==> config.mk <==
export PLATFORM = sky130hd
export DESIGN_NAME = sat_div_stage
export DESIGN_NICKNAME = d
export VERILOG_FILES = /design/src/sv/swept_aabb_entry_time_defines.svh /design/src/sv/sat_pkg.sv /design/src/sv/sat_div_stage.sv
export SDC_FILE = /design/constraint.sdc
export NUM_CORES = 1
export LEC_CHECK = 0
export BUFFER_PORTS_ARGS = -buffer_cell sky130_fd_sc_hd__buf_2
export CORE_AREA = 2 2 379 381
export CTS_CLUSTER_SIZE = 16
export DETAILED_ROUTE_END_ITERATION = 10
export DIE_AREA = 0 0 381 383
export SETUP_SLACK_MARGIN = 0.2
export SYNTH_ARGS = -nofsm -noshare
export SYNTH_HDL_FRONTEND = slang
export SYNTH_SLANG_ARGS = --single-unit
==> constraint.sdc <==
create_clock -name clk -period 6.9 [get_ports clk]
set_input_delay 1.035 -clock clk [delete_from_list [all_inputs] [get_ports clk]]
set_output_delay 1.035 -clock clk [all_outputs]
set_load 0.02 [all_outputs]
==> src/sv/swept_aabb_entry_time_defines.svh <==
// assertion macros for the swept box entry time block
// used by sv/sat_contact.sv, expects clk and rst in scope
`ifndef SWEPT_AABB_ENTRY_TIME_DEFINES_SVH
`define SWEPT_AABB_ENTRY_TIME_DEFINES_SVH
`ifndef SYNTH
`define SAT_ASSERT_SAME(lbl, ante, cons) \
  lbl: assert property (@(posedge clk) disable iff (rst) (ante) |-> (cons)) \
    else $error("sat same-cycle check failed");
`define SAT_ASSERT_NEXT(lbl, ante, cons) \
  lbl: assert property (@(posedge clk) disable iff (rst) (ante) |=> (cons)) \
    else $error("sat next-cycle check failed");
`else
`define SAT_ASSERT_SAME(lbl, ante, cons)
`define SAT_ASSERT_NEXT(lbl, ante, cons)
`endif
`endif

==> src/sv/sat_pkg.sv <==
// shared types and constants for the swept box entry time block
// no dependencies
package sat_pkg;

  localparam int FRAC_BITS_DEF = 16;
  localparam int ENTRY_W = 17;
  localparam int WIDE_W = 41;

  typedef struct packed {
    logic signed [31:0] wl;
    logic signed [31:0] wr;
    logic signed [31:0] wb;
    logic signed [31:0] wt;
    logic signed [31:0] ml;
    logic signed [31:0] mr;
    logic signed [31:0] mb;
    logic signed [31:0] mt;
    logic signed [31:0] vx;
    logic signed [31:0] vy;
  } sat_box_t;

  typedef struct packed {
    logic        cand;
    logic [32:0] rem;
    logic [31:0] den;
  } sat_axis_t;

endpackage

==> src/sv/sat_div_stage.sv <==
// one restoring division step per axis, one quotient bit a stage
// depends on sat_pkg
module sat_div_stage #(
  parameter int FRAC_BITS = sat_pkg::FRAC_BITS_DEF
) (
  input  logic                 clk,
  input  logic                 rst,
  input  logic                 en,
  input  logic                 valid_i,
  input  sat_pkg::sat_box_t    box_i,
  input  sat_pkg::sat_axis_t   ax_i,
  input  sat_pkg::sat_axis_t   ay_i,
  input  logic [FRAC_BITS-1:0] qx_i,
  input  logic [FRAC_BITS-1:0] qy_i,
  output logic                 valid_o,
  output sat_pkg::sat_box_t    box_o,
  output sat_pkg::sat_axis_t   ax_o,
  output sat_pkg::sat_axis_t   ay_o,
  output logic [FRAC_BITS-1:0] qx_o,
  output logic [FRAC_BITS-1:0] qy_o
);
  import sat_pkg::*;

  logic [32:0] rx2, ry2;
  logic gex, gey;

  always_comb begin
    rx2 = {ax_i.rem[31:0], 1'b0};
    ry2 = {ay_i.rem[31:0], 1'b0};
    gex = rx2 >= {1'b0, ax_i.den};
    gey = ry2 >= {1'b0, ay_i.den};
  end

  always_ff @(posedge clk) begin
    if (rst) begin
      valid_o <= 1'b0;
    end else if (en) begin
      valid_o <= valid_i;
    end
  end

  always_ff @(posedge clk) begin
    if (en) begin
      box_o <= box_i;
      ax_o.cand <= ax_i.cand;
      ax_o.den <= ax_i.den;
      ax_o.rem <= gex ? rx2 - {1'b0, ax_i.den} : rx2;
      ay_o.cand <= ay_i.cand;
      ay_o.den <= ay_i.den;
      ay_o.rem <= gey ? ry2 - {1'b0, ay_i.den} : ry2;
      qx_o <= {qx_i[FRAC_BITS-2:0], gex};
      qy_o <= {qy_i[FRAC_BITS-2:0], gey};
    end
  end

endmodule

== Yosys cells after proc, flatten, opt, wreduce, memory -nomap -nowiden ==
Index checks and enable logic that the tools add are counted.

* Bits of input ports: 488
* Word-level logic and storage cells: 27
* Flip-flop bits (word level): 485

* Order comparisons: 2
* Mux-type cells: 2
* Add/sub/neg operators: 2

{| class="wikitable"
|+ Operators by type and width
! kind !! number
|-
| $ge A33 B32 Y1 || 2
|-
| $mux W33 || 2
|-
| $sub A33 B32 Y33 || 2
|}

== Logic depth before layout (Yosys ltp) ==
* Depth after elaboration: 2
* Mapped depth: 13
* Depth with buffers taken out: 11

== Least setup slack after synthesis ==
No wires, ideal clock.

* Path type: input -> register
* From: input ax_i[7] (netlist name)
* To: register ax_o[64] (netlist name), data pin
* Slack: 3.312 ns
* Path buffers: 0
* Stages: 10
* Arrival: 3.328 ns
* Library setup time: 0.260 ns
* Cell sequence: inv_1 -> ha_1 -> a21o_1 -> or3_1 -> o2111ai_2 -> a31oi_2 -> a41o_1 -> a31o_1 -> a221oi_2 -> mux2_2

* Longest elaborated chain between the ends: 2
* Elaborated cells on any way between the ends: 3

{| class="wikitable"
|+ RTL lines
! item !! line !! source
|-
| start, declared || sat_div_stage.sv:11 || <nowiki>input sat_pkg::sat_axis_t ax_i,</nowiki>
|-
| $sub A33 B32 Y33 or $ge A33 B32 Y1 (tied branches) || sat_div_stage.sv:47, sat_div_stage.sv:30 ||
|-
| $mux W33 (*) || sat_div_stage.sv:47 || <nowiki>ax_o.rem <= gex ? rx2 - {1'b0, ax_i.den} : rx2;</nowiki>
|-
| end, declared || sat_div_stage.sv:17 || <nowiki>output sat_pkg::sat_axis_t ax_o,</nowiki>
|}

Mark *: on every way between the ends. The rest lies on a longest branch, timed or not.
A chain may end at the register's enable or synchronous reset.

== Worst setup path after layout ==
* From: input ay_i[44] (netlist name)
* To: register ay_o[39] (netlist name), data pin

* Longest elaborated chain between the ends: 2

{| class="wikitable"
|+ RTL lines
! item !! line !! source
|-
| start, declared || sat_div_stage.sv:12 || <nowiki>input sat_pkg::sat_axis_t ay_i,</nowiki>
|-
| $ge A33 B32 Y1 || sat_div_stage.sv:31 || <nowiki>gey = ry2 >= {1'b0, ay_i.den};</nowiki>
|-
| $mux W33 || sat_div_stage.sv:50 || <nowiki>ay_o.rem <= gey ? ry2 - {1'b0, ay_i.den} : ry2;</nowiki>
|-
| end, declared || sat_div_stage.sv:18 || <nowiki>output sat_pkg::sat_axis_t ay_o,</nowiki>
|}

Every way passes these cells.

==> metrics.md <==
| Metric | Value |
|---|---|
| Area Overhead vs Synth | `49.0%` |
| Setup TNS | `0 ns` |
| Switching Share | `29.3%` |
| Startpoint types | `input pin` |
| Post-Syn Instances | `1166` |
| Clock buffer depth | `3` |
| Post-Synth Simple-Gate Area | `4.90%` |
| Final setup viols | `0` |
| Crit path kind | `input pin to register` |
| Wirelength per Cell | `23.6 µm` |
| Layout cells sized above 1 | `51.3%` |
| Post-Synthesis Cell Area | `19400 µm²` |
| Initial drt markers | `849` |
| I/O pins | `973` |
| Worst vdd ir | `0.213 mV` |
| Final wirelength | `98100 µm` |
| Combinational fraction of design power | `17.0%` |
| Worst EP required | `7.27 ns` |
| Multi-input logic area | `4450 µm²` |
| Worst rel slew slack | `23.0%` |
| Top-area cell type share of the netlist area | `74.8%` |
| Area post-placement | `26600 µm²` |
| RSZ-0062 raised after global routing | `no` |
| Die width | `381 µm` |
| Mean Syn Cell Area | `16.7 µm²` |
| Switch Pwr | `2.58 mW` |
| Compound-Gate Fraction of Synth Area | `8.08%` |
| Register area share after synthesis | `74.9%` |
| Deepest level of the CTS H-tree | `3` |
| CTS resizes | `0` |
| Setup bufs post-CTS | `0` |
| Number of global-route vias before repair | `14800` |
| Adder-cell area share of the yosys netlist | `4.33%` |
| PwrDens | `304 nW/µm²` |
| Tcrit/Tclk final | `57.4%` |
| Post-synthesis register bit count | `485` |
| Die area | `146000 µm²` |
| Yosys warnings | `0` |
| Core area | `142000 µm²` |
| Routability cong. | `0.898` |
| Clock latency on the worst-skew pair | `0.62 ns` |
| Outcome | `completed` |
| Leakage power | `12.1 nW` |
| CTS tree | `built` |
| Final nets | `2741` |
| Sink Count | `485` |
| Clock Skews | `0 ns` |
| Synth Area in XOR/XNOR | `2.21%` |
| Top cells by area, synth | `edfxtp_1, ha_1, mux2_2` |
| Fin crit period | `3.96 ns` |
| Worst-path clk slew | `0.05 ns` |
| Int Power | `6.23 mW` |
| Syn nets | `1720` |
| Core Util, Final | `20.4%` |
| Post-synthesis mux area share | `3.41%` |
| Largest net degree at the start of global routing | `170` |
| CTS Buf Count | `66` |
| Cell variety after synth | `79` |
| GR Overflow Total | `0` |
| Final hold vios | `0` |
| Buffers added on ports | `968` |
| Worst-Margin Slew | `1.15 ns` |
| Flop-to-flop setup slack | `6.32 ns` |
| CP arrival | `4.33 ns` |
| Layout fillers | `15500` |
| Max cap viols | `0` |
| DRC | `0` |
| Initial antenna violation count | `79` |
| Reg area | `14600 µm²` |
| Ys flop type | `edfxtp_1` |
| Max Fclk | `253 MHz` |
| Largest family of logic cells by synthesized area | `compound AO/OA/AOI/OAI gates` |
| Max Slew Vio Count | `0` |
| Cell taking the most area after synthesis | `edfxtp_1` |
| Worst-path maximum fanout | `32` |
| Post-CTS Hold Fix Bufs | `0` |
| Die Span Y | `383 µm` |
| Vias | `14900` |
| DR pass1 iterations | `5` |
| CTS Root Cell | `clkbuf_16` |
| Post-layout instance area | `29000 µm²` |
| Starting Density | `13.7%` |
| Vias/cell | `3.59` |
| Total GRT Usage | `12.8%` |
| Clock share of power | `41.8%` |
| HP Class | `register to register` |
| Register share of total power | `41.3%` |
| First-pass GRT wire length | `127000 µm` |
| EDFF count, synth | `484` |
| Crit. End Element | `register` |
| ANT nets after route | `0` |
| Dpl hpwl | `81400 µm` |
| Async set-reset flop share out of synthesis | `0%` |
| Row cnt | `139` |
synthesized netlist by cell type, types with 6 or more instances:
cell type    n
and2_1       8
edfxtp_1   484
xnor2_1     34
mux2_2      31
nand3_1     24
a21o_1      38
ha_1        64
inv_1       80
xor2_1      15
a211oi_1     8
mux2_4      16
o211ai_1     8
nand2_1     34
nor3_1      10
a21oi_1     64
and3_1      13
nor2b_1     10
nand4_1      9
a21boi_0     6
o21a_1      12
nor2_1      44
clkbuf_1    12
o21ai_0     34
nand2b_1     7
layout make-up:
class	instances	share of cell area [%]
timing repair buffer	972	17.0
tap	1903	8.22
multi-input combinational	580	15.4
clock inverter	50	2.12
antenna	9	0.0778
clock buffer	71	5.84
inverter	82	1.08
sequential	485	50.3
routing by layer:
| layer | track usage [%] | wire, µm | part of all wire, % | vias to the layer above |
|---|---|---|---|---|
| met4 | 4.88 | 3310 | 3.4 | 26 |
| li1 | - | - | - | 6566 |
| met1 | 14.8 | 37100 | 38 | 7215 |
| met3 | 4.96 | 10700 | 11 | 174 |
| met2 | 21.4 | 46700 | 48 | 914 |
| met5 | 0 | 154 | 0.16 | - |
path summary, 6_finish.rpt:
| path | endpoint | cells after the start | from |
|---|---|---|---|
| max | ay_o[39] | 11 | ay_i[44] |
| min | valid_o | 2 | valid_o |
| max reg2reg | valid_o | 2 | valid_o |
| min reg2reg | valid_o | 2 | valid_o |
state kept, by name, summed over array words and instances, names as in the netlist:
name / count
ax_o: 66
ay_o: 66
box_o: 320
qx_o: 16
qy_o: 16
valid_o: 1
logic make-up (layout without fill, tap and decap cells):
| group | count (synthesis) | after routing |
|---|---|---|
| compound gates | 228 | 228 |
| mux | 54 | 54 |
| fa+ha+maj | 66 | 66 |
| flops | 485 | 485 |
| simple gates | 183 | 183 |
| xor+xnor | 49 | 49 |
| buf+inv | 101 | 1175 |
| other cells | 0 | 9 |
power by group through the flow:
stage	combinational, mW	clock (mW)	sequential, mW
3_5_place_dp	1.52	0	3.69
4_1_cts	1.52	3.84	3.64
2_1_floorplan	0.421	0	4.04
6_report	1.49	3.68	3.63
5_1_grt	1.60	3.93	3.66
3_3_place_gp	1.51	0	3.69
cell usage in the layout (no fill, tap or decap), drive strengths merged, types with 23 or more instances in the layout:
cell / synthesis / routed
xnor2: 34 / 34
buf: 6 / 972
nand3: 24 / 24
a21oi: 66 / 66
o21ai: 36 / 36
clkinv: 0 / 23
ha: 64 / 64
clkbuf: 13 / 71
inv: 82 / 93
edfxtp: 484 / 484
nand2: 35 / 35
nor2: 44 / 44
a21o: 38 / 38
mux2: 49 / 49
critical path: stages:
cell     delay (ns)
buf_2          0.20
ha_1           0.38
a21oi_1        0.10
o21ai_0        0.58
nor2_1         0.09
nand4_1        0.16
a31oi_2        0.26
o21ai_2        0.32
a21oi_2        0.13
inv_2          0.63
mux2_2         0.41
stage by stage:
stage | power, mW | hold WS [ns] | cells | worst slack, ns
after floorplan | 4.46 | 0.579 | 1166 | 3.31
after global placement | 5.20 | 0.475 | 4022 | 2.45
after detailed placement | 5.21 | 0.512 | 4022 | 2.43
after CTS | 9.00 | 0.452 | 4143 | 3.17
after global routing | 9.18 | 0.485 | 4148 | 2.89
final | 8.81 | 0.511 | 4152 | 2.94
(Power assumes the default switching activity.)
