File: src/sv/swept_aabb_entry_time_defines.svh
// assertion macros for the swept box entry time block
// used by sv/sat_contact.sv, expects clk and rst in scope
`ifndef SWEPT_AABB_ENTRY_TIME_DEFINES_SVH
`define SWEPT_AABB_ENTRY_TIME_DEFINES_SVH
`ifndef SYNTH
`define SAT_ASSERT_SAME(lbl, ante, cons) \
  lbl: assert property (@(posedge clk) disable iff (rst) (ante) |-> (cons)) \
    else $error("sat same-cycle check failed");
`define SAT_ASSERT_NEXT(lbl, ante, cons) \
  lbl: assert property (@(posedge clk) disable iff (rst) (ante) |=> (cons)) \
    else $error("sat next-cycle check failed");
`else
`define SAT_ASSERT_SAME(lbl, ante, cons)
`define SAT_ASSERT_NEXT(lbl, ante, cons)
`endif
`endif

File: src/sv/sat_pkg.sv
// shared types and constants for the swept box entry time block
// no dependencies
package sat_pkg;

  localparam int FRAC_BITS_DEF = 16;
  localparam int ENTRY_W = 17;
  localparam int WIDE_W = 41;

  typedef struct packed {
    logic signed [31:0] wl;
    logic signed [31:0] wr;
    logic signed [31:0] wb;
    logic signed [31:0] wt;
    logic signed [31:0] ml;
    logic signed [31:0] mr;
    logic signed [31:0] mb;
    logic signed [31:0] mt;
    logic signed [31:0] vx;
    logic signed [31:0] vy;
  } sat_box_t;

  typedef struct packed {
    logic        cand;
    logic [32:0] rem;
    logic [31:0] den;
  } sat_axis_t;

endpackage

File: src/sv/sat_contact.sv
// other-axis shift by velocity times entry time, overlap test, result register
// depends on sat_pkg and swept_aabb_entry_time_defines.svh
`include "swept_aabb_entry_time_defines.svh"
module sat_contact #(
  parameter int FRAC_BITS = sat_pkg::FRAC_BITS_DEF
) (
  input  logic                         clk,
  input  logic                         rst,
  input  logic                         en,
  input  logic                         valid_i,
  input  sat_pkg::sat_box_t            box_i,
  input  logic                         cand_x_i,
  input  logic                         cand_y_i,
  input  logic [FRAC_BITS-1:0]         qx_i,
  input  logic [FRAC_BITS-1:0]         qy_i,
  output logic                         valid_o,
  output logic                         hit,
  output logic [sat_pkg::ENTRY_W-1:0]  entry_x,
  output logic [sat_pkg::ENTRY_W-1:0]  entry_y
);
  import sat_pkg::*;

  localparam int PW = 32 + FRAC_BITS + 1;
  localparam logic [WIDE_W-1:0] ONE_W = WIDE_W'(1) << FRAC_BITS;
  localparam logic [ENTRY_W-1:0] ONE_E = ONE_W[ENTRY_W-1:0];

  logic                  valid_a;
  sat_box_t              box_a;
  logic                  cand_x_a, cand_y_a;
  logic [FRAC_BITS-1:0]  qx_a, qy_a;
  logic signed [PW-1:0]  px_a, py_a;

  logic signed [PW-1:0]  shx_w, shy_w;
  logic signed [34:0]    shx, shy;
  logic                  hx, hy;
  logic [WIDE_W-1:0]     qx_w, qy_w;

  always_ff @(posedge clk) begin
    if (rst) begin
      valid_a <= 1'b0;
    end else if (en) begin
      valid_a <= valid_i;
    end
  end

  always_ff @(posedge clk) begin
    if (en) begin
      box_a <= box_i;
      cand_x_a <= cand_x_i;
      cand_y_a <= cand_y_i;
      qx_a <= qx_i;
      qy_a <= qy_i;
      px_a <= PW'(box_i.vy) * $signed({1'b0, qx_i});
      py_a <= PW'(box_i.vx) * $signed({1'b0, qy_i});
    end
  end

  always_comb begin
    shx_w = px_a >>> FRAC_BITS;
    shy_w = py_a >>> FRAC_BITS;
    shx = shx_w[34:0];
    shy = shy_w[34:0];
    hx = cand_x_a && (35'(box_a.mb) + shx <= 35'(box_a.wt))
                  && (35'(box_a.mt) + shx >= 35'(box_a.wb));
    hy = cand_y_a && (35'(box_a.ml) + shy <= 35'(box_a.wr))
                  && (35'(box_a.mr) + shy >= 35'(box_a.wl));
    qx_w = WIDE_W'(qx_a);
    qy_w = WIDE_W'(qy_a);
  end

  always_ff @(posedge clk) begin
    if (rst) begin
      valid_o <= 1'b0;
    end else if (en) begin
      valid_o <= valid_a;
    end
  end

  always_ff @(posedge clk) begin
    if (en) begin
      hit <= hx || hy;
      entry_x <= hx ? qx_w[ENTRY_W-1:0] : ONE_E;
      entry_y <= hy ? qy_w[ENTRY_W-1:0] : ONE_E;
    end
  end

  `SAT_ASSERT_NEXT(a_no_x_default, en && !cand_x_a, entry_x == ONE_E)
  `SAT_ASSERT_NEXT(a_no_y_default, en && !cand_y_a, entry_y == ONE_E)
  `SAT_ASSERT_NEXT(a_hit_needs_cand, en && !cand_x_a && !cand_y_a, !hit)
  `SAT_ASSERT_NEXT(a_hold_on_stall, !en, $stable(hit) && $stable(entry_x))

endmodule

File: config.mk
export PLATFORM = sky130hd
export DESIGN_NAME = sat_contact
export DESIGN_NICKNAME = d
export VERILOG_FILES = /design/src/sv/sat_pkg.sv /design/src/sv/sat_contact.sv
export VERILOG_INCLUDE_DIRS = /design/src /design/src/sv
export SDC_FILE = /design/constraint.sdc
export NUM_CORES = 2
export LEC_CHECK = 0
export BUFFER_PORTS_ARGS = -buffer_cell sky130_fd_sc_hd__buf_2
export CAP_MARGIN = 20
export CORE_ASPECT_RATIO = 1.1
export CORE_MARGIN = 2
export CORE_UTILIZATION = 30
export CTS_BUF_LIST = sky130_fd_sc_hd__clkbuf_4
export DETAILED_ROUTE_END_ITERATION = 10
export PLACE_DENSITY_LB_ADDON = 0.3
export SLEW_MARGIN = 20
export SYNTH_ARGS = -nofsm -noshare
export SYNTH_HDL_FRONTEND = slang
export SYNTH_SLANG_ARGS = --single-unit
File: constraint.sdc
create_clock -name clk -period 18.25 [get_ports clk]
set_input_delay 2.7375 -clock clk [delete_from_list [all_inputs] [get_ports clk]]
set_output_delay 2.7375 -clock clk [all_outputs]
set_load 0.02 [all_outputs]
======== Yosys cells after proc, flatten, opt, wreduce, memory -nomap -nowiden ========
Index checks and enable logic that the tools add are counted.
operators by class
  add/sub/neg operators ................... 4
  $mul .................................... 2
  magnitude comparators ................... 4
  mux-type cells .......................... 2
  reduce and logical (&&, ||, !) cells .... 5
operator list
  kind                                       number
  adder 32 x 33 -> 34 bit                    4
  multiplier 32 x 17 -> 49 bit               2
  >= comparator 34 x 32 -> 1 bit             2
  less-or-equal comparator 34 x 32 -> 1 bit  2
  2-to-1 mux 17 bit                          2
  logical AND 1 bit                          4
  logical OR 1 bit                           1
storage, ports and cells
  register bits after elaboration ......... 425
  input port bits ......................... 358
  output and inout bits ................... 36
  logic and storage cells ................. 38

======== Longest topological paths before layout ========
  depth in word-level cells ............... 5
  mapped depth ............................ 27
  mapped depth without buffers ............ 26

======== Worst setup path before layout ========
No wires, ideal clock.
  path type ............................... input -> register
  start ................................... input port box_i[56] (netlist bit)
  end ..................................... register py_a[45], data pin
  setup time .............................. 0.258 ns
  arrival time ............................ 8.394 ns
  required time ........................... 17.992 ns
  setup slack ............................. 9.598 ns
  stages .................................. 22
  buffers on the path ..................... 2
  cell sequence ........................... clkbuf_1 > nand2_1 > fa_1 > fa_1 > fa_1 > inv_1 > fa_1 > fa_1 > inv_1 > fa_1 > inv_1 > ha_1 > clkbuf_1 > nand2_1 > or4_1 > a21o_1 > a311oi_1 > or2_2 > a21oi_1 > o21ai_1 > a21oi_1 > xnor2_1
on the way
  longest elaborated chain between the ends .. 1
ends and longest elaborated chain
  item                          line               RTL
  start, declared               sat_contact.sv:11  input sat_pkg::sat_box_t box_i,
  multiplier 32 x 17 -> 49 bit  sat_contact.sv:54  py_a <= PW'(box_i.vx) * $signed({1'b0, qy_i});
  end signal, assigned          sat_contact.sv:54
  end, declared                 sat_contact.sv:31  logic signed [PW-1:0] px_a, py_a;
No other way between the ends.
A chain may end at the register's enable or synchronous reset.

======== Worst setup path after layout ========
  start ................................... input port qx_i[8]
  end ..................................... register px_a[41], data pin
on the way
  longest elaborated chain between the ends .. 1
ends and longest elaborated chain
  item                          line               RTL
  start, declared               sat_contact.sv:14  input logic [FRAC_BITS-1:0] qx_i,
  multiplier 32 x 17 -> 49 bit  sat_contact.sv:53  px_a <= PW'(box_i.vy) * $signed({1'b0, qx_i});
  end signal, assigned          sat_contact.sv:53
  end, declared                 sat_contact.sv:31
No other way between the ends.

==> flow_metrics.tcl <==
set metrics [dict create \
    die_y_um 458.5 \
    firstDrtPassIters 5 \
    via_per_inst 4.695 \
    end_kind "flop" \
    routed_wl_um 167400 \
    clock-sinks 393 \
    clk_path_buf_depth 3 \
    synthCells 5648 \
    grt_antenna_before_repair 50 \
    critPathRequiredTime_ps 18970 \
    synth_warnings 0 \
    post_cts_buffers 0 \
    htreeDepth 3 \
    grt.met3_usage_pct 2.707 \
    drt_iter0_drc 2269 \
    seqCellArea_um2 11780 \
    syn_avg_cell_area_um2 9.974 \
    numCtsBuffers 109 \
    path_max_fanout 33 \
    antenna_left 0 \
    area_delta_synth_final_pct 10.65 \
    multiInputGateArea_um2 39030 \
    cap_violations 0 \
    finClkSkew_ps 139.0 \
    maxSlewHeadroom_pct 30.30 \
    cts_tree "done" \
    final_layout_size_suffix_gt1_share_pct 9.956 \
    use_met1_pct 22.59 \
    crit_type "input pin to flop" \
    post-route-period-util_pct 48.71 \
    syn_nets 7482 \
    min_period_ps 8889 \
    synth_top_area_share_pct 34.75 \
    synth_cell_type_count 81 \
    rsz0062_at_grt "false" \
    finalSetupViolations 0 \
    synthArstFlopShare_pct 0 \
    ys_top_cells_by_area "fa_1 35%, edfxtp_1 21%, ha_1 11%, inv_1 8.7%, and2_1 5.5%" \
    io_pins 394 \
    setup_ws_ps 9361 \
    n_fill_cell 19250 \
    ys_ff_latch 393 \
    clock.fmax_mhz 112.5 \
    synthTopCellsByCount "1302 x inv_1, 978 x fa_1, 642 x nand2_1, 498 x ha_1, 493 x and2_1" \
    grt_pass1_vias 43700 \
    post_cts_resized 0 \
    track_usage_pct 17.74 \
    io_buffers 393 \
    yosys.area.top_type "fa_1" \
    post-dp-hpwl_um 132600 \
    die_area_um2 191300 \
    slew_violations 0 \
    nets 7822 \
    hold_class "flop to flop" \
    overflow 0 \
    core_area_um2 186300 \
    cts-root-buf "clkbuf_4" \
    yosysMostFrequentCell "inv_1" \
    grt_first_pass_wirelength_um 258500 \
    start_util_pct 30.24 \
    clkSlewWorstSetupHoldPaths_ps 60 \
    synth-edff-count 391 \
    preCtsSetupSlack_ps 8373 \
    final.setup.tns_ps 0 \
    gr-usage-met2_pct 29.76 \
    synthFlopType "edfxtp_1" \
    fp-row-count 166 \
    drcViolationCount 0 \
    fp.dieW_um 417.2 \
    num_vias 40050 \
    arrival_ps 9610 \
    wire_per_inst_um 19.63 \
    clock_latency_ps 1090 \
    finalHoldViolations 0 \
    cts_hold_buf 0 \
    startpoint_type "input pin" \
    tightest_slew_ps 1037 \
    ys_seq_area_share_pct 20.91 \
    finalWeightedCongestion 0.8956 \
    syn-cell-area_um2 56340 \
    grt_max_degree 90 \
    status "finished, final reports clean" \
    top_usage_layer "met2" \
]
through the flow:
step	instances	hold WS [ps]	area [um^2]	util, %
after detailed placement	8313	486.9	60780	32.62
after global routing	8528	532.1	62330	33.46
after CTS	8513	502.0	62290	33.44
after floorplan	5648	460.1	56340	-
after global placement	8313	469.6	60780	32.62
final	8530	490.9	62330	33.46
logic make-up after synthesis:
logic type / after synthesis / synth area share, %
flops: 393 / 20.91
mux: 4 / 0.07107
buf+inv: 1474 / 9.821
xor+xnor: 191 / 2.969
compound gates: 611 / 7.212
fa+ha+maj: 1476 / 45.81
simple gates: 1499 / 13.20
placed cells by master (no fill, tap or decap), types with 8 or more instances in the layout:
cell | synthesis | routed
and2_1 | 493 | 493
a31oi_1 | 20 | 20
buf_4 | 0 | 8
fa_1 | 978 | 978
clkinv_2 | 0 | 14
nand4_1 | 48 | 48
nor2_1 | 116 | 116
clkinv_1 | 0 | 29
nand2_1 | 642 | 642
nand2b_1 | 29 | 29
nor3_1 | 34 | 34
o21ai_0 | 80 | 80
diode_2 | 0 | 17
edfxtp_1 | 391 | 391
clkbuf_4 | 0 | 145
buf_2 | 0 | 392
and3_1 | 19 | 19
ha_1 | 498 | 498
o21a_1 | 41 | 41
xnor2_1 | 134 | 134
o21bai_1 | 12 | 12
o21ai_1 | 11 | 11
a21oi_1 | 192 | 192
nand3_1 | 34 | 34
inv_1 | 1302 | 1302
a21o_1 | 145 | 145
o31ai_1 | 10 | 10
a211oi_1 | 11 | 11
xor2_1 | 57 | 57
nor2b_1 | 45 | 45
final timing paths:
check | start | end | slack, ps | depth (start not counted)
max | qx_i[8] | px_a[41] | 9360 | 25
min | valid_o | valid_o | 490 | 2
max reg2reg | px_a[16] | entry_x[7] | 11840 | 23
min reg2reg | valid_o | valid_o | 490 | 2
state kept, by name, summed over array words and instances (netlist names):
signal    count
valid_a       1
qy_a         16
qx_a         16
px_a         33
py_a         33
cand_x_a      1
entry_y      17
cand_y_a      1
hit           1
box_a       256
entry_x      17
valid_o       1
critical path: stages:
cell and delay [ps]:
buf_2 750, nand2_1 180, fa_1 580, inv_1 50, fa_1 500, inv_1 50, fa_1 540, inv_1 50
fa_1 400, fa_1 530, inv_1 50, fa_1 480, inv_1 40, ha_1 320, a21oi_1 140, nor2b_1 60
o21ai_0 140, nand2b_1 90, a211o_1 360, a41oi_2 440, o21ai_2 230, a221oi_2 420, o21ba_2 220, o21ai_1 70
xor2_1 160
layout make-up:
cell class                      count  share of cell area [%]
Multi-Input combinational cell   3781                   62.61
Tap cell                         2436                   4.890
Sequential cell                   393                   18.90
Timing Repair Buffer              401                   3.268
Antenna cell                       17                 0.06825
Clock inverter                     55                  0.6764
Inverter                         1302                   7.840
Clock buffer                      145                   1.746
metal layers:
| metal | vias up | part of all wire, % |
|---|---|---|
| met3 | 325 | 5.4 |
| li1 | 18250 | - |
| met5 | - | 0.048 |
| met1 | 20290 | 42 |
| met2 | 1183 | 48 |
| met4 | 12 | 4.5 |
Power is left out: the tool's default activity adds up to more than one toggle a clock period on the data nets, which glitch-free logic cannot reach.
