[config.mk]
export PLATFORM = sky130hd
export DESIGN_NAME = sat_setup
export DESIGN_NICKNAME = d
export VERILOG_FILES = /design/src/sv/swept_aabb_entry_time_defines.svh /design/src/sv/sat_pkg.sv /design/src/sv/sat_setup.sv
export SDC_FILE = /design/constraint.sdc
export NUM_CORES = 1
export LEC_CHECK = 0
export BUFFER_PORTS_ARGS = -buffer_cell sky130_fd_sc_hd__buf_2
export CAP_MARGIN = 0
export CORE_MARGIN = 2
export CORE_UTILIZATION = 36
export DETAILED_ROUTE_END_ITERATION = 16
export PLACE_DENSITY = 0.67
export RECOVER_POWER = 25
export SYNTH_ARGS = -nofsm -noshare
export SYNTH_HDL_FRONTEND = slang
export SYNTH_SLANG_ARGS = --single-unit
[constraint.sdc]
create_clock -name clk -period 5.06 [get_ports clk]
set_clock_uncertainty 0.1 [all_clocks]
set_input_delay 0.759 -clock clk [delete_from_list [all_inputs] [get_ports clk]]
set_output_delay 0.759 -clock clk [all_outputs]
set_load 0.03 [all_outputs]
[src/sv/swept_aabb_entry_time_defines.svh]
// assertion macros for the swept box entry time block
// used by sv/sat_contact.sv, expects clk and rst in scope
`ifndef SWEPT_AABB_ENTRY_TIME_DEFINES_SVH
`define SWEPT_AABB_ENTRY_TIME_DEFINES_SVH
`ifndef SYNTH
`define SAT_ASSERT_SAME(lbl, ante, cons) \
  lbl: assert property (@(posedge clk) disable iff (rst) (ante) |-> (cons)) \
    else $error("sat same-cycle check failed");
`define SAT_ASSERT_NEXT(lbl, ante, cons) \
  lbl: assert property (@(posedge clk) disable iff (rst) (ante) |=> (cons)) \
    else $error("sat next-cycle check failed");
`else
`define SAT_ASSERT_SAME(lbl, ante, cons)
`define SAT_ASSERT_NEXT(lbl, ante, cons)
`endif
`endif

[src/sv/sat_pkg.sv]
// shared types and constants for the swept box entry time block
// no dependencies
package sat_pkg;

  localparam int FRAC_BITS_DEF = 16;
  localparam int ENTRY_W = 17;
  localparam int WIDE_W = 41;

  typedef struct packed {
    logic signed [31:0] wl;
    logic signed [31:0] wr;
    logic signed [31:0] wb;
    logic signed [31:0] wt;
    logic signed [31:0] ml;
    logic signed [31:0] mr;
    logic signed [31:0] mb;
    logic signed [31:0] mt;
    logic signed [31:0] vx;
    logic signed [31:0] vy;
  } sat_box_t;

  typedef struct packed {
    logic        cand;
    logic [32:0] rem;
    logic [31:0] den;
  } sat_axis_t;

endpackage

[src/sv/sat_setup.sv]
// first stage: edge crossing tests, gap and speed magnitudes per axis
// depends on sat_pkg
module sat_setup (
  input  logic              clk,
  input  logic              rst,
  input  logic              en,
  input  logic              valid_i,
  input  sat_pkg::sat_box_t box_i,
  output logic              valid_o,
  output sat_pkg::sat_box_t box_o,
  output sat_pkg::sat_axis_t ax_o,
  output sat_pkg::sat_axis_t ay_o
);
  import sat_pkg::*;

  function automatic sat_axis_t axis_setup(input logic signed [31:0] lo,
                                           input logic signed [31:0] hi,
                                           input logic signed [31:0] wlo,
                                           input logic signed [31:0] whi,
                                           input logic signed [31:0] v);
    sat_axis_t a;
    logic signed [32:0] lo_w, hi_w, wlo_w, whi_w, v_w, gap;
    lo_w = 33'(lo);
    hi_w = 33'(hi);
    wlo_w = 33'(wlo);
    whi_w = 33'(whi);
    v_w = 33'(v);
    a.cand = 1'b0;
    a.rem = '0;
    a.den = '0;
    if (!v[31] && v != 32'sd0) begin
      a.cand = (hi_w <= wlo_w) && (34'(hi_w) + 34'(v_w) > 34'(wlo_w));
      gap = wlo_w - hi_w;
      a.rem = gap;
      a.den = v;
    end else if (v[31]) begin
      a.cand = (lo_w >= whi_w) && (34'(lo_w) + 34'(v_w) < 34'(whi_w));
      gap = lo_w - whi_w;
      a.rem = gap;
      a.den = 32'(-v_w);
    end
    return a;
  endfunction

  always_ff @(posedge clk) begin
    if (rst) begin
      valid_o <= 1'b0;
    end else if (en) begin
      valid_o <= valid_i;
    end
  end

  always_ff @(posedge clk) begin
    if (en) begin
      box_o <= box_i;
      ax_o <= axis_setup(box_i.ml, box_i.mr, box_i.wl, box_i.wr, box_i.vx);
      ay_o <= axis_setup(box_i.mb, box_i.mt, box_i.wb, box_i.wt, box_i.vy);
    end
  end

endmodule

=== After elaboration in Yosys (flattened, before gate mapping) ===
Index checks and enable logic that the tools add are counted.

* Register bits after elaboration: 453
* Bits of input ports: 324
* Word-level logic and storage cells: 49

* Add/subtract/negate cells: 10
* Multiplexer cells: 4
* Magnitude comparators: 8
* Reductions and logical operators: 10

{| class="wikitable"
|+ Operators with widths
! operator !! number
|-
| 66-bit 2-to-1 mux || 4
|-
| 32-bit by 32-bit adder with 33-bit output || 4
|-
| 32-bit by 32-bit subtractor with 33-bit output || 4
|-
| 33-bit by 32-bit greater-than comparator with 1-bit output || 2
|-
| 33-bit by 32-bit less-than comparator with 1-bit output || 2
|-
| 32-bit >= comparator || 2
|-
| 32-bit less-or-equal comparator || 2
|-
| 32-bit negation || 2
|-
| 32-bit nonzero test || 2
|-
| 1-bit logical AND || 6
|-
| 1-bit zero test || 2
|}

=== Longest topological paths before layout ===
Gate-level depths: netlist (run 1).

* Depth after elaboration: 5
* Mapped depth: 23
* Mapped depth without buffers: 23

=== Worst setup path before layout (run 1) ===
Ideal clock, no wire load.

* Path type: input port to flip-flop
* From: in box_i[17] (netlist name)
* To: reg ay_o[65] (netlist name), data pin
* Library setup time: 0.265 ns
* Slack: 0.160 ns
* Buffers on the path: 0
* Stages: 18
* Data required time: 4.695 ns
* Arrival time: 4.534 ns
* Cell sequence: ha_1 > a21o_1 > a21o_1 > a21o_1 > a221o_1 > a211oi_1 > a21oi_1 > a2111oi_0 > xnor2_1 > ha_1 > nand2_1 > or2_2 > nor3_1 > nand2_1 > o311ai_0 > o21ai_0 > nand4_1 > o32ai_1

* Longest elaborated chain between the ends: 5

{| class="wikitable"
|+ Ends and longest elaborated chain
! what !! RTL line !! source
|-
| from (decl) || sat_setup.sv:8 || <nowiki>input sat_pkg::sat_box_t box_i,</nowiki>
|-
| 32-bit by 32-bit adder with 33-bit output || sat_setup.sv:37 || <nowiki>a.cand = (lo_w >= whi_w) && (34'(lo_w) + 34'(v_w) < 34'(whi_w));</nowiki>
|-
| 33-bit by 32-bit less-than comparator with 1-bit output || sat_setup.sv:37 ||
|-
| 1-bit logical AND || sat_setup.sv:37 ||
|-
| 66-bit 2-to-1 mux || sat_setup.sv:36 || <nowiki>end else if (v[31]) begin</nowiki>
|-
| 66-bit 2-to-1 mux (*) || sat_setup.sv:31 || <nowiki>if (!v[31] && v != 32'sd0) begin</nowiki>
|-
| to (signal assigned) || sat_setup.sv:57 || <nowiki>ay_o <= axis_setup(box_i.mb, box_i.mt, box_i.wb, box_i.wt, box_i.vy);</nowiki>
|-
| to (decl) || sat_setup.sv:12 || <nowiki>output sat_pkg::sat_axis_t ay_o</nowiki>
|}

Mark *: on every way between the ends. The rest lies on a longest branch, timed or not.
A chain may end at the register's enable or synchronous reset.

=== Final worst setup path (run 1) ===
* From: in box_i[67] (netlist name)
* To: reg ay_o[65] (netlist name), data pin

* Longest elaborated chain between the ends: 4

{| class="wikitable"
|+ Ends and longest elaborated chain
! what !! RTL line !! source
|-
| 32-bit by 32-bit adder with 33-bit output || sat_setup.sv:32 || <nowiki>a.cand = (hi_w <= wlo_w) && (34'(hi_w) + 34'(v_w) > 34'(wlo_w));</nowiki>
|-
| 33-bit by 32-bit greater-than comparator with 1-bit output || sat_setup.sv:32 ||
|-
| 1-bit logical AND (*) || sat_setup.sv:32 ||
|-
| 66-bit 2-to-1 mux (*) || sat_setup.sv:31 ||
|}

Marks and branches as above.

==> flow_summary.json, run 1 <==
{
  "drt_iter0_drc": 1990,
  "drc": 0,
  "hold_end": "valid_o",
  "rows": 108,
  "final_antenna_net_count": 0,
  "io_pins": 777,
  "hold_depth": 2,
  "postLayoutCellArea_mm2": 0.0394,
  "clock_latency_ns": 0.62,
  "worstHoldStart": "rst",
  "gp_congestion": 0.975,
  "syn_area_mm2": 0.0316,
  "nNetsFinal": 4735,
  "r2r_end": "valid_o",
  "critical_path_arrival_ns": 5.01,
  "cp_slowest_cell": "o311a_1",
  "dr_total_vias": 27900,
  "async_flop_share": 0,
  "p_leak_nw": 17.6,
  "cp.required_ns": 5.33,
  "rrSetupSlack_ns": 4.32,
  "setup_slack_ns": 0.325,
  "cts_setup_buffers": 0,
  "grt_max_degree": 100,
  "synth.yosys.seq_area_share": 0.430,
  "yosysTopAreaCell": "edfxtp_1",
  "drt-vias-per-instance": 5.35,
  "cap_violations": 1,
  "start_util": 0.363,
  "synth_ff_type": "edfxtp_1",
  "cts_inserted_buffers": 52,
  "ys_seq_elements": 453,
  "yosysTopAreaCellShare": 0.430,
  "vdd_drop_max_v": 0.000292,
  "area_growth_pct": 24.9,
  "max-slew-margin-rel": -0.999,
  "yosys_warnings": 0,
  "cts-root-buf": "clkbuf_16",
  "cp-start-kind": "primary input",
  "slew_viol_final": 97,
  "routedWlPerCell_um": 22.6,
  "final_util": 0.454,
  "powerDensity_mw_per_mm2": 323,
  "hp-class": "primary input to flop",
  "path_max_fanout": 3,
  "cts_tree": "built",
  "critPathKind": "primary input to flop",
  "worstReg2RegStart": "valid_o",
  "grt_util_all_layers": 0.252,
  "hold_viol_final": 0,
  "ctsHoldBuffers": 0,
  "critical_path.cell_chain": "clkbuf_1 -> ha_1 -> o21ai_0 -> o21a_1 -> nor3_1 -> buf_4 -> o221ai_1 -> o311a_1 -> o31a_1 -> o21ai_1 -> a21oi_1 -> xnor2_1 -> ha_1 -> nand2_1 -> or2_2 -> nor3_2 -> nand2_1 -> o311ai_0 -> o21ai_0 -> nand4_1 -> o32ai_1",
  "drive_gt1_frac": 0.191,
  "syn-num-nets": 3756,
  "syn_avg_cell_area_um2": 10.4,
  "synthTopCellsByArea": "edfxtp_1, ha_1, xnor2_1",
  "cts_buffer_depth": 3,
  "clkSlewWorstSetupHoldPaths_ns": 0.06,
  "netlist-cell-type-count": 79,
  "antenna_found_initial": 10,
  "cts_resized": 0,
  "place_ws_ns": -0.257,
  "htreeDepth": 2,
  "syn_inst": 3032,
  "port_buffers": 776,
  "dieArea_mm2": 0.0901,
  "grt_pass1_wl_um": 170000,
  "grt-ovfl-total": 0,
  "fmax_ghz": 0.211,
  "grt_pass1_vias": 27600,
  "status": "finished with violations",
  "period_needed_ns": 4.73,
  "finalSetupViolations": 0,
  "dpl.hpwl_um": 98000,
  "r2r_cells": 2,
  "fp.dieW_um": 300,
  "fin_crit_sh": 0.936,
  "critPathMaxStageDelay_ns": 0.45,
  "rsz0062_at_grt": "false",
  "cp-end-kind": "flop",
  "synth_edf_count": 452,
  "wirelength_um": 118000,
  "worst_slew_pin_slew_ns": 3.00,
  "fp.dieH_um": 300,
  "core_area_mm2": 0.0869,
  "violations": "max-capacitance violations, max-slew violations",
  "clock_sinks": 453,
  "drt-pass1-iter-count": 6,
  "place_area_mm2": 0.0382
}
[worst max-delay path: cells and delay by family]
kind / cells / cell delay (ns)
buffers and inverters: 2 / 0.31
and+or+nand+nor: 6 / 1.08
AOI/OAI and AO/OA: 10 / 2.12
adders and majority gates: 2 / 0.59
xor gates and xnor gates: 1 / 0.13
[cell type report]
cell class                 count  area [µm²]
antenna                        2        5.00
clock buffer                  57        1320
clock inverter                36         379
fill                        8394       47500
inverter                     275        1030
multi-input combinational   2257       16800
sequential                   453       13600
tap                         1155        1450
timing repair buffer         972        4870
[cells in the final DEF (no fill, tap or decap), types with 24 or more instances in the layout]
| master | Yosys | final |
|---|---|---|
| inv_1 | 274 | 274 |
| clkbuf_16 | 0 | 52 |
| xor2_1 | 78 | 78 |
| nand2_1 | 178 | 178 |
| o21bai_1 | 34 | 34 |
| nand2b_1 | 45 | 45 |
| a21o_1 | 174 | 174 |
| edfxtp_1 | 452 | 452 |
| a211oi_1 | 24 | 24 |
| nand4_1 | 52 | 52 |
| o21a_1 | 40 | 40 |
| a21oi_1 | 252 | 252 |
| clkbuf_1 | 38 | 308 |
| nor2_1 | 138 | 138 |
| buf_4 | 0 | 132 |
| nor3_1 | 46 | 43 |
| o22ai_1 | 33 | 33 |
| buf_2 | 6 | 530 |
| o21ai_0 | 161 | 159 |
| nor2b_1 | 33 | 33 |
| xnor2_1 | 200 | 200 |
| ha_1 | 392 | 392 |
| and3_1 | 24 | 24 |
| nand3_1 | 55 | 55 |
| o31ai_1 | 37 | 37 |
| a31oi_1 | 30 | 30 |
[kinds of logic after synthesis]
family,after synthesis,synth area share
XOR/XNOR,278,0.0771
flip-flops,453,0.430
AND/OR/NAND/NOR,658,0.104
AO/OA/AOI/OAI,916,0.188
buffers and inverters,322,0.0386
multiplexers,5,0.00166
adder cells (fa/ha/maj),400,0.160
[metrics by stage]
step	hold slack [ns]	TNS, ns	total power [W]	std cells
finish	0.194	0	0.0127	5207
detailed placement	0.397	-0.491	0.00900	5112
CTS	0.127	0	0.0129	5205
global placement	0.370	-0.389	0.00898	5112
global route	0.171	0	0.0134	5206
floorplan	0.530	0	0.00744	3032
[flip-flops by register name, summed over array words and instances (netlist names)]
name     flops
ay_o        66
valid_o      1
box_o      320
ax_o        66
[power by group]
group          total (W)  switching [W]  internal (W)
Combinational    0.00427        0.00273       0.00153
Clock            0.00382        0.00163       0.00220
Sequential       0.00466       0.000102       0.00455
Total             0.0127        0.00446       0.00828
[cells in the mapped netlist, drive strengths merged (11+ instances only)]
cell / instances
o41ai: 14
nand4: 52
ha: 392
nand3: 55
inv: 274
o211ai: 15
or3: 23
a2111oi: 11
nor3: 46
o22ai: 33
xor2: 78
nand2: 178
o21a: 40
o21ai: 164
a21o: 175
xnor2: 200
and3: 25
a211oi: 24
nor2b: 33
o21bai: 34
edfxtp: 452
a31oi: 31
nand2b: 46
nor4: 18
o31ai: 37
clkbuf: 39
a21oi: 252
nor2: 138
[metal layers]
| layer | share of wire | track usage |
|---|---|---|
| met1 | 0.38 | 0.285 |
| met2 | 0.51 | 0.465 |
| met3 | 0.071 | 0.0523 |
| met4 | 0.040 | 0.0927 |
| met5 | 0.00085 | 0 |
[worst max-delay path by stage]
stage                   start       end  slack (ns)  cells past startpoint
detailed placement  box_i[37]  ax_o[65]       -0.26                     20
finish              box_i[67]  ay_o[65]        0.33                     21
global placement     box_i[3]  ay_o[65]       -0.23                     21
CTS                 box_i[37]  ax_o[65]        0.40                     20
global route        box_i[66]  ay_o[65]       0.008                     21
floorplan           box_i[17]  ay_o[65]        0.16                     18
(Power assumes the default switching activity.)
==> run 2: changes to the inputs <==
- MAX_ROUTING_LAYER: unset -> met4
==> run 2 against run 1 <==
Net effect: the run still ends with max-capacitance violations, max-slew violations left; register-to-register slack about the same; critical path type unchanged; flip-flop and latch count did not move; largest power group unchanged; wire length down 0.61%; first-iteration DRC count down 3.5%; critical path depth down 1; sequential power hardly changed; combinational power is essentially flat; maximum frequency increased by 0.10%; highest routed layer is now met4.
==> flow_summary.json, run 2 (same netlist as run 1, synthesis figures left out) <==
{
  "port_buffers": 776,
  "grt-ovfl-total": 0,
  "routedWlPerCell_um": 22.4,
  "nNetsFinal": 4742,
  "rrSetupSlack_ns": 4.31,
  "cts_buffer_depth": 3,
  "r2r_end": "valid_o",
  "r2r_cells": 2,
  "final_cell_mix": "buf_2, edfxtp_1, ha_1",
  "power_w": 0.0125,
  "fp.dieW_um": 300,
  "cts_setup_buffers": 0,
  "powerDensity_mw_per_mm2": 318,
  "finalSetupViolations": 0,
  "antenna_found_initial": 13,
  "slew_viol_final": 90,
  "grt_pass1_wl_um": 169000,
  "dpl.hpwl_um": 98200,
  "clock_latency_ns": 0.61,
  "largest_reg_flops": 320,
  "grt_max_degree": 94,
  "hold_end": "valid_o",
  "gp_congestion": 0.955,
  "status": "finished with violations",
  "worstReg2RegStart": "valid_o",
  "fmax_ghz": 0.211,
  "grt_util_all_layers": 0.259,
  "stdcell_count": 5224,
  "drt_iter0_drc": 1920,
  "cts_inserted_buffers": 50,
  "tns_ns": 0,
  "period_needed_ns": 4.73,
  "rsz0062_at_grt": "false",
  "htreeDepth": 2,
  "cts_tree": "built",
  "cts-root-buf": "clkbuf_16",
  "holdWs_ns": 0.203,
  "rows": 108,
  "hp-class": "primary input to flop",
  "cp-end-kind": "flop",
  "wirelength_um": 117000,
  "final_util": 0.454,
  "max-slew-margin-rel": -0.951,
  "clock_sinks": 453,
  "cap_violations": 1,
  "area_growth_pct": 24.9,
  "dieArea_mm2": 0.0901,
  "vdd_drop_max_v": 0.000303,
  "clkSlewWorstSetupHoldPaths_ns": 0.06,
  "critical_path.cell_chain": "clkbuf_1 -> ha_1 -> a21oi_1 -> o211ai_1 -> a211o_1 -> o21ai_0 -> a21boi_1 -> a221oi_1 -> buf_4 -> o21ai_0 -> a221o_1 -> a21oi_1 -> xnor2_1 -> ha_1 -> nand4_1 -> nor2_1 -> nand2_1 -> o211ai_1 -> a31oi_1 -> o32ai_1",
  "critPathKind": "primary input to flop",
  "hold_viol_final": 0,
  "worstHoldStart": "rst",
  "top_register": "box_o",
  "cp-start-kind": "primary input",
  "violations": "max-capacitance violations, max-slew violations",
  "fp.dieH_um": 300,
  "placed_cells": 5121,
  "drt-pass1-iter-count": 6,
  "critPathMaxStageDelay_ns": 0.34,
  "drive_gt1_frac": 0.191,
  "top_regs": "box_o: 320 flops, ax_o: 66 flops, ay_o: 66 flops",
  "cp.required_ns": 5.39,
  "mostFrequentLayoutCell": "buf_2",
  "io_pins": 777,
  "critical_path_arrival_ns": 5.06,
  "grt_pass1_vias": 27500,
  "worst_slew_pin_slew_ns": 2.93,
  "dr_total_vias": 27800,
  "core_area_mm2": 0.0869,
  "cp_slowest_cell": "a221o_1",
  "final_antenna_net_count": 0,
  "p_leak_nw": 17.6,
  "start_util": 0.363,
  "path_max_fanout": 4,
  "hold_depth": 2,
  "drc": 0,
  "drt-vias-per-instance": 5.32,
  "fin_crit_sh": 0.935
}
-- run 2: final cells by class --
class                   instances  area (µm²)
diodes                         10        25.0
clock buffers                  61        1290
clock inverters                32         285
fillers                      8446       47500
inverters                     275        1030
multi-input cells            2257       16800
flip-flops and latches        453       13600
well taps                    1155        1450
repair buffers                981        4980
-- run 2: per-layer routing --
| layer | vias to the layer above | GRT usage | wire, µm |
|---|---|---|---|
| li1 | 13300 | - | - |
| met1 | 13200 | 0.288 | 45300 |
| met2 | 1045 | 0.467 | 60000 |
| met3 | 191 | 0.0452 | 7480 |
| met4 | 0 | 0.0842 | 4300 |
| met5 | - | - | 0 |
-- run 2: what timing repair did --
action | CTS | global route
gates resized for setup | 0 | 4
endpoints found under the setup margin | 0 | 2
endpoints found under the hold margin | 0 | 0
hold buffers | 0 | 0
-- run 2: worst max path at each step --
| stage | slack (ns) | endpoint | cells after the start | start |
|---|---|---|---|---|
| floorplan | 0.16 | ay_o[65] | 18 | box_i[17] |
| global placement | -0.22 | ay_o[65] | 24 | box_i[0] |
| detailed placement | -0.29 | ay_o[65] | 21 | box_i[3] |
| CTS | 0.38 | ay_o[65] | 21 | box_i[3] |
| global route | 0.01 | ay_o[65] | 24 | box_i[2] |
| finish | 0.33 | ax_o[65] | 20 | box_i[129] |
-- run 2: worst max-delay path: cells and delay by family --
family	cells	cell delay [ns]
adders and majority gates	2	0.59
AOI/OAI and AO/OA	12	2.80
and+or+nand+nor	3	0.43
xor gates and xnor gates	1	0.10
buffers and inverters	2	0.38
-- run 2: where the power goes --
group	internal (W)	switching, W	leakage, nW
Clock	0.00203	0.00157	0.757
Sequential	0.00455	0.000100	4.43
Combinational	0.00154	0.00273	12.4
-- run 2: per-stage QoR --
| step | setup slack [ns] | cell area [µm²] |
|---|---|---|
| floorplan | 0.160 | 31600 |
| global placement | -0.217 | 38400 |
| detailed placement | -0.293 | 38400 |
| CTS | 0.383 | 39900 |
| global route | 0.0141 | 39400 |
| finish | 0.330 | 39400 |
